--- src/sv/hpt_pkg.sv ---
// ----------------------------------------------------------------------------
// hpt_pkg - shared constants, types and tables
// Widths, pipeline depth, register indexes and the CORDIC angle table.
// ----------------------------------------------------------------------------
`default_nettype none
package hpt_pkg;

    localparam int RADIAL_W         = 8;
    localparam int ANGLE_W          = 10;
    localparam int MAX_RADIAL_INDEX = 255;
    localparam int MAX_ANGLE_INDEX  = 1023;
    localparam int CORDIC_STAGES    = 16;
    localparam int ATAN_ENTRIES     = 30;
    localparam int CORDIC_N = (CORDIC_STAGES < ATAN_ENTRIES) ? CORDIC_STAGES : ATAN_ENTRIES;

    localparam int STEP_W   = 31;
    localparam int WORD_W   = 32;
    localparam int ROW_W    = 48;
    localparam int COEF_W   = 16;
    localparam int RADIUS_W = STEP_W + RADIAL_W;   // 39
    localparam int GAIN_W   = 30;
    localparam logic [GAIN_W-1:0] INV_GAIN = 30'd652032874;
    localparam int CW       = RADIUS_W + 2;        // CORDIC x/y width
    localparam int RES_W    = 33;                  // residual phase width
    localparam int Z_W      = 44;
    localparam int OUT_W    = 32;

    // four front stages, the CORDIC stages, four matrix stages
    localparam int NS       = CORDIC_N + 8;
    localparam int CORDIC_BASE = 4;
    localparam int MATRIX_BASE = CORDIC_BASE + CORDIC_N;

    localparam int IDX_W = 3;
    typedef enum logic [IDX_W-1:0] {
        REG_RADIAL_STEP  = 3'd0,
        REG_ANGLE_STEP   = 3'd1,
        REG_Z_STEP       = 3'd2,
        REG_Z_OFFSET     = 3'd3,
        REG_MATRIX_ROW_X = 3'd4,
        REG_MATRIX_ROW_Y = 3'd5,
        REG_MATRIX_ROW_Z = 3'd6
    } cfg_index_t;

    typedef logic [2:0][ROW_W-1:0] matrix_t;

    // atan(2^-k) in units of 2^-32 turn
    function automatic logic [WORD_W-1:0] atan_turn(input int k);
        logic [WORD_W-1:0] v;
        unique case (k)
            0:  v = 32'h20000000;  1:  v = 32'h12E4051E;  2:  v = 32'h09FB385B;
            3:  v = 32'h051111D4;  4:  v = 32'h028B0D43;  5:  v = 32'h0145D7E1;
            6:  v = 32'h00A2F61E;  7:  v = 32'h00517C55;  8:  v = 32'h0028BE53;
            9:  v = 32'h00145F2F;  10: v = 32'h000A2F98;  11: v = 32'h000517CC;
            12: v = 32'h00028BE6;  13: v = 32'h000145F3;  14: v = 32'h0000A2FA;
            15: v = 32'h0000517D;  16: v = 32'h000028BE;  17: v = 32'h0000145F;
            18: v = 32'h00000A30;  19: v = 32'h00000518;  20: v = 32'h0000028C;
            21: v = 32'h00000146;  22: v = 32'h000000A3;  23: v = 32'h00000051;
            24: v = 32'h00000029;  25: v = 32'h00000014;  26: v = 32'h0000000A;
            27: v = 32'h00000005;  28: v = 32'h00000003;  29: v = 32'h00000001;
            default: v = '0;
        endcase
        return v;
    endfunction

endpackage
`default_nettype wire

--- src/sv/hpt_front.sv ---
// ----------------------------------------------------------------------------
// hpt_front - radius, gain, phase split and height
// Four stages: input capture, clamp and step products, gain partial products, gain sum.
// ----------------------------------------------------------------------------
`default_nettype none
module hpt_front import hpt_pkg::*; (
    input  wire logic                     aclk,
    input  wire logic [3:0]               en,
    input  wire logic [RADIAL_W-1:0]      radial_index,
    input  wire logic [ANGLE_W-1:0]       angle_index,
    input  wire logic [STEP_W-1:0]        radial_step,
    input  wire logic [WORD_W-1:0]        angle_step,
    input  wire logic [WORD_W-1:0]        z_step,
    input  wire logic [WORD_W-1:0]        z_offset,
    output logic [RADIUS_W-1:0]           x0,
    output logic signed [RES_W-1:0]       res0,
    output logic [1:0]                    quad,
    output logic signed [Z_W-1:0]         z
);
    localparam int RL_W = 20;
    localparam int RH_W = RADIUS_W - RL_W;
    localparam int SUM_W = RH_W + GAIN_W + RL_W + 1;

    logic [RADIAL_W-1:0] i_reg, i_next;
    logic [ANGLE_W-1:0]  j_reg, j_next;
    logic [RADIUS_W-1:0] r_reg;
    logic [WORD_W-1:0]   phase_reg;
    logic signed [Z_W-1:0] z1_reg, z2_reg, z3_reg;
    logic [RH_W+GAIN_W-1:0] ph_reg;
    logic [RL_W+GAIN_W-1:0] pl_reg;
    logic [1:0] q2_reg, q3_reg;
    logic signed [RES_W-1:0] res2_reg, res3_reg;
    logic [RADIUS_W-1:0] x3_reg;
    logic [WORD_W-1:0] phase_adj, resid;
    logic [1:0] q_next;
    logic [SUM_W-1:0] gain_sum;

    // clamp indices
    always_comb begin
        i_next = (i_reg > RADIAL_W'(MAX_RADIAL_INDEX)) ? RADIAL_W'(MAX_RADIAL_INDEX) : i_reg;
        j_next = (j_reg > ANGLE_W'(MAX_ANGLE_INDEX)) ? ANGLE_W'(MAX_ANGLE_INDEX) : j_reg;
    end

    always_ff @(posedge aclk) begin
        if (en[0]) begin
            i_reg <= radial_index;
            j_reg <= angle_index;
        end
    end

    always_ff @(posedge aclk) begin
        if (en[1]) begin
            r_reg     <= RADIUS_W'(radial_step * i_next);
            phase_reg <= WORD_W'(angle_step * j_next);
            z1_reg    <= Z_W'($signed(z_step) * $signed({1'b0, j_next}))
                         - Z_W'($signed(z_offset));
        end
    end

    // split phase into quadrant and residual
    always_comb begin
        phase_adj = phase_reg + 32'h2000_0000;
        q_next    = phase_adj[WORD_W-1:WORD_W-2];
        resid     = phase_reg - {q_next, 30'd0};
    end

    always_ff @(posedge aclk) begin
        if (en[2]) begin
            ph_reg   <= r_reg[RADIUS_W-1:RL_W] * INV_GAIN;
            pl_reg   <= r_reg[RL_W-1:0] * INV_GAIN;
            q2_reg   <= q_next;
            res2_reg <= RES_W'($signed(resid));
            z2_reg   <= z1_reg;
        end
    end

    assign gain_sum = {1'b0, ph_reg, {RL_W{1'b0}}} + SUM_W'(pl_reg) + (SUM_W'(1) << 29);

    always_ff @(posedge aclk) begin
        if (en[3]) begin
            x3_reg   <= gain_sum[RADIUS_W+GAIN_W-1:GAIN_W];
            q3_reg   <= q2_reg;
            res3_reg <= res2_reg;
            z3_reg   <= z2_reg;
        end
    end

    assign x0   = x3_reg;
    assign res0 = res3_reg;
    assign quad = q3_reg;
    assign z    = z3_reg;
endmodule
`default_nettype wire

--- config.mk ---
export PLATFORM = sky130hd
export DESIGN_NAME = hpt_front
export DESIGN_NICKNAME = d
export VERILOG_FILES = /design/src/sv/hpt_pkg.sv /design/src/sv/hpt_front.sv
export SDC_FILE = /design/constraint.sdc
export NUM_CORES = 2
export LEC_CHECK = 0
export ABC_AREA = 1
export BUFFER_PORTS_ARGS = -buffer_cell sky130_fd_sc_hd__buf_2
export CAP_MARGIN = 10
export CELL_PAD_IN_SITES_DETAIL_PLACEMENT = 1
export CELL_PAD_IN_SITES_GLOBAL_PLACEMENT = 1
export CORE_MARGIN = 4
export CORE_UTILIZATION = 45
export CTS_CLUSTER_DIAMETER = 200
export CTS_CLUSTER_SIZE = 8
export DETAILED_ROUTE_END_ITERATION = 8
export HOLD_SLACK_MARGIN = 0.15
export PLACE_DENSITY = 0.83
export REMOVE_ABC_BUFFERS = 1
export SETUP_SLACK_MARGIN = 0.02
export SYNTH_ARGS = -nofsm -noshare
export SYNTH_HDL_FRONTEND = slang
export SYNTH_SLANG_ARGS = --single-unit
--- constraint.sdc ---
create_clock -name aclk -period 5.65 [get_ports aclk]
set_input_delay 0.2825 -clock aclk [delete_from_list [all_inputs] [get_ports aclk]]
set_output_delay 0.2825 -clock aclk [all_outputs]
set_load 0.05 [all_outputs]
==> implementation parameters <==
Parameter                              Value

Run status
  Status ... finished with violations
  Violated checks ... negative setup slack

Setup path
  Kind of end point of the critical path ... flop
  Worst Path Class, Setup ... reg -> reg
  Crit path max fanout ... 4
  Number of cells traversed by the worst register-to-register path ... 24
  CP Launch Type ... flop
  Register-to-register setup slack ... -0.14 ns
  Critical path data required time ... 6.06 ns
  Arrival @ worst endpoint ... 6.20 ns

Global routing
  Pin count of the biggest net entering global routing ... 77
  Number of global-route vias before repair ... 64200
  Total overflow reported by the global router ... 0
  Number of antenna violations at the first check in global routing ... 11
  Global Route Usage Sum ... 0.309
  Wire length of the first global-routing pass ... 372000 um

Yosys
  Register area share after synthesis ... 0.181
  Area share of and/or/nand/nor cells after synthesis ... 0.168
  Most instantiated library cell after synthesis ... sky130_fd_sc_hd__inv_1
  Top area cells in the synthesized netlist ... sky130_fd_sc_hd__fa_1 34%, sky130_fd_sc_hd__edfxtp_1 18%, sky130_fd_sc_hd__inv_1 12%, sky130_fd_sc_hd__ha_1 12%, sky130_fd_sc_hd__nand2_1 11%
  Adder-cell share of the synthesized area ... 0.463
  Ys flop type ... sky130_fd_sc_hd__edfxtp_1
  Synthesized cell area ... 67400 um2
  Synth area leader ... sky130_fd_sc_hd__fa_1
  Distinct cell type count of the synthesized netlist ... 48
  Dominant combinational cell family by area after synthesis ... adder cells
  Number of warnings issued by yosys ... 0
  Synthesized flop and latch total ... 405
  Post-synth EDFFs ... 405
  Top cells by count, synth ... 2186 x sky130_fd_sc_hd__inv_1, 2013 x sky130_fd_sc_hd__nand2_1, 1156 x sky130_fd_sc_hd__fa_1
  Post-synthesis mux area share ... 0
  Post-Synth XOR/XNOR Area ... 0.0170
  Synthesized-area fraction occupied by ao, oa, aoi and oai cells ... 0.0389
  Top cell type's share of synthesized area ... 0.344
  Average instance area after synthesis ... 8.43 um2
  Fraction of registers with async set or reset after synthesis ... 0
  Cell count after synthesis ... 7991

Layout
  Utilization after layout ... 0.537
  Flip-flop count of the largest register, all copies and words added ... 48
  Layout cell share with drive strength beyond 1 ... 0.177
  Number of nets in the layout ... 10700
  FILL cells ... 17400
  Layout overhead on the synthesized area ... 18.2%
  Non-filler instance count after layout ... 10700

Clock network
  TritonCTS clock tree ... done
  Clock Pin Slew Worst Setup and Hold Paths ... 0.07 ns
  Sinks on Clock Net ... 405
  Worst-case clock buffer depth ... 3
  Root buffer cell ... sky130_fd_sc_hd__clkbuf_16
  H-Tree Level Count ... 2
  Total clock buffers created by CTS ... 56
  Clock latency on the worst-skew pair ... 0.69 ns

Detailed routing
  Sum of routed wire length over all layers ... 250000 um
  Starting DRT DRC Count ... 3918
  Average vias per placed instance ... 5.32
  Antenna viol nets, final ... 0
  Number of detailed-route iterations in the first pass ... 8
  Vias after detailed routing ... 56700
  Detailed-route DRC error count ... 0
  Avg WL per Cell ... 23.5 um

Floorplanning
  Die span in x ... 395 um
  Die area ... 156000 um2
  Row cnt ... 141
  Effective utilization at floorplan ... 0.455
  Ports placed on the boundary ... 268
  Die Ht ... 395 um
  Placeable core region ... 148000 um2

Timing
  Worst setup margin ... -0.141 ns
  Setup violations, final ... 30
  Period minus WS final ... 5.79 ns
  Final number of max-transition violations ... 0
  Actual slew at the worst max-slew pin ... 1.07 ns
  Highest Clock Rate ... 0.173 GHz
  Relative slew slack ... 0.285
  RSZ-0062 raised after global routing ... yes
  Fin crit share ... 1.02
  Worst clock skew ... 0.0529 ns
  Fin. Hold Viols ... 0

Flow run
  Max Cap Viol ... 0

Placement
  Global placement routability congestion ... 0.975
  Estimated wirelength of the detail-placed design ... 200000 um
  Count of placed standard cells including taps ... 10500
  Number of I/O port buffers ... 267

Min path
  Cell depth of the worst min-delay path ... 1
  Type of the worst min-delay path ... in -> reg
## layout make-up
type                    instances  area (um2)  area share
clock buffers                  56        1400      0.0176
flip-flops and latches        405       12200       0.153
diodes                         10        25.0    0.000314
multi-input cells            5210       49100       0.617
inverters                    2196        8260       0.104
clock inverters                 4        95.1     0.00119
repair buffers                842        6180      0.0776
well taps                    1930        2410      0.0303
## routing by layer
layer,global-route usage,share of wire
met5,0,0.000084
met4,0.114,0.052
met3,0.0402,0.059
met2,0.541,0.49
met1,0.391,0.40
## cell usage in the layout, fill, tap and decap left out, types with 19 or more instances in the layout
master                          count
sky130_fd_sc_hd__xor2_1           103
sky130_fd_sc_hd__dlygate4sd3_1     23
sky130_fd_sc_hd__fa_1            1107
sky130_fd_sc_hd__fa_2              49
sky130_fd_sc_hd__xnor2_1           22
sky130_fd_sc_hd__nor3_1            22
sky130_fd_sc_hd__o21ai_1           36
sky130_fd_sc_hd__edfxtp_1         405
sky130_fd_sc_hd__nor2_1           279
sky130_fd_sc_hd__nor2_4            44
sky130_fd_sc_hd__buf_2            264
sky130_fd_sc_hd__a21oi_1          174
sky130_fd_sc_hd__inv_1           2130
sky130_fd_sc_hd__o21ai_0           85
sky130_fd_sc_hd__nand2_4           25
sky130_fd_sc_hd__nand3_1          200
sky130_fd_sc_hd__buf_12            20
sky130_fd_sc_hd__inv_2             57
sky130_fd_sc_hd__o21ai_2           31
sky130_fd_sc_hd__ha_2              31
sky130_fd_sc_hd__buf_4            506
sky130_fd_sc_hd__o21bai_1          21
sky130_fd_sc_hd__nand4_1           74
sky130_fd_sc_hd__a21oi_4           19
sky130_fd_sc_hd__a21oi_2           74
sky130_fd_sc_hd__buf_6             22
sky130_fd_sc_hd__nor2_2            75
sky130_fd_sc_hd__nand2_2          121
sky130_fd_sc_hd__clkbuf_16         62
sky130_fd_sc_hd__nand3_2           21
sky130_fd_sc_hd__ha_4              68
sky130_fd_sc_hd__nand2_1         1890
sky130_fd_sc_hd__ha_1             543
## stage by stage
step	hold slack, ns	TNS (ns)	cell area [um2]	worst slack (ns)
5_1_grt	0.204	-11.84	79600	-0.319
2_1_floorplan	0.381	-0.262	66600	-0.0914
3_5_place_dp	0.405	-5.82	74000	-0.278
4_1_cts	0.162	-0.361	77000	-0.0577
3_3_place_gp	0.401	-2.78	74000	-0.196
6_report	0.194	-1.90	79600	-0.141
## repair_timing
item	4_1_cts	5_1_grt
gates cloned	0	6
hold buffers	23	0
resized for setup	256	532
setup endpoints to repair	41	95
pin swaps	93	135
endpoints found under the hold margin	84	0
buffers inserted	40	59
## critical path: stages, from the launching register on
cell and delay (ns):
sky130_fd_sc_hd__edfxtp_1 0.50, sky130_fd_sc_hd__fa_1 0.60, sky130_fd_sc_hd__inv_2 0.05, sky130_fd_sc_hd__fa_1 0.49, sky130_fd_sc_hd__inv_2 0.04, sky130_fd_sc_hd__fa_2 0.53
sky130_fd_sc_hd__inv_2 0.05, sky130_fd_sc_hd__fa_2 0.52, sky130_fd_sc_hd__inv_2 0.04, sky130_fd_sc_hd__fa_2 0.52, sky130_fd_sc_hd__inv_2 0.04, sky130_fd_sc_hd__fa_2 0.39
sky130_fd_sc_hd__fa_1 0.55, sky130_fd_sc_hd__inv_2 0.06, sky130_fd_sc_hd__ha_4 0.32, sky130_fd_sc_hd__nand2_4 0.09, sky130_fd_sc_hd__buf_6 0.13, sky130_fd_sc_hd__o21ai_4 0.15
sky130_fd_sc_hd__nand2_2 0.09, sky130_fd_sc_hd__nand2_4 0.09, sky130_fd_sc_hd__inv_2 0.04, sky130_fd_sc_hd__nand2_1 0.06, sky130_fd_sc_hd__nand2_1 0.07, sky130_fd_sc_hd__nand4_1 0.08
sky130_fd_sc_hd__nand2_1 0.06
## path summary, 6_finish.rpt
path | start | end
worst max-delay path | r_reg[12]$_DFFE_PP_ | pl_reg[47]$_DFFE_PP_
worst min-delay path | en[3] | x0[23]$_DFFE_PP_
worst max register to register | r_reg[12]$_DFFE_PP_ | pl_reg[47]$_DFFE_PP_
worst min register to register | z2_reg[32]$_DFFE_PP_ | z[32]$_DFFE_PP_
## cell families after synthesis
family / Yosys count
AO/OA/AOI/OAI: 486
buffers and inverters: 2376
adder cells (fa/ha/maj): 1798
AND/OR/NAND/NOR: 2795
XOR/XNOR: 131
flip-flops: 405
Power is left out: the tool's default activity adds up to more than one toggle a clock period on the data nets, which glitch-free logic cannot reach.
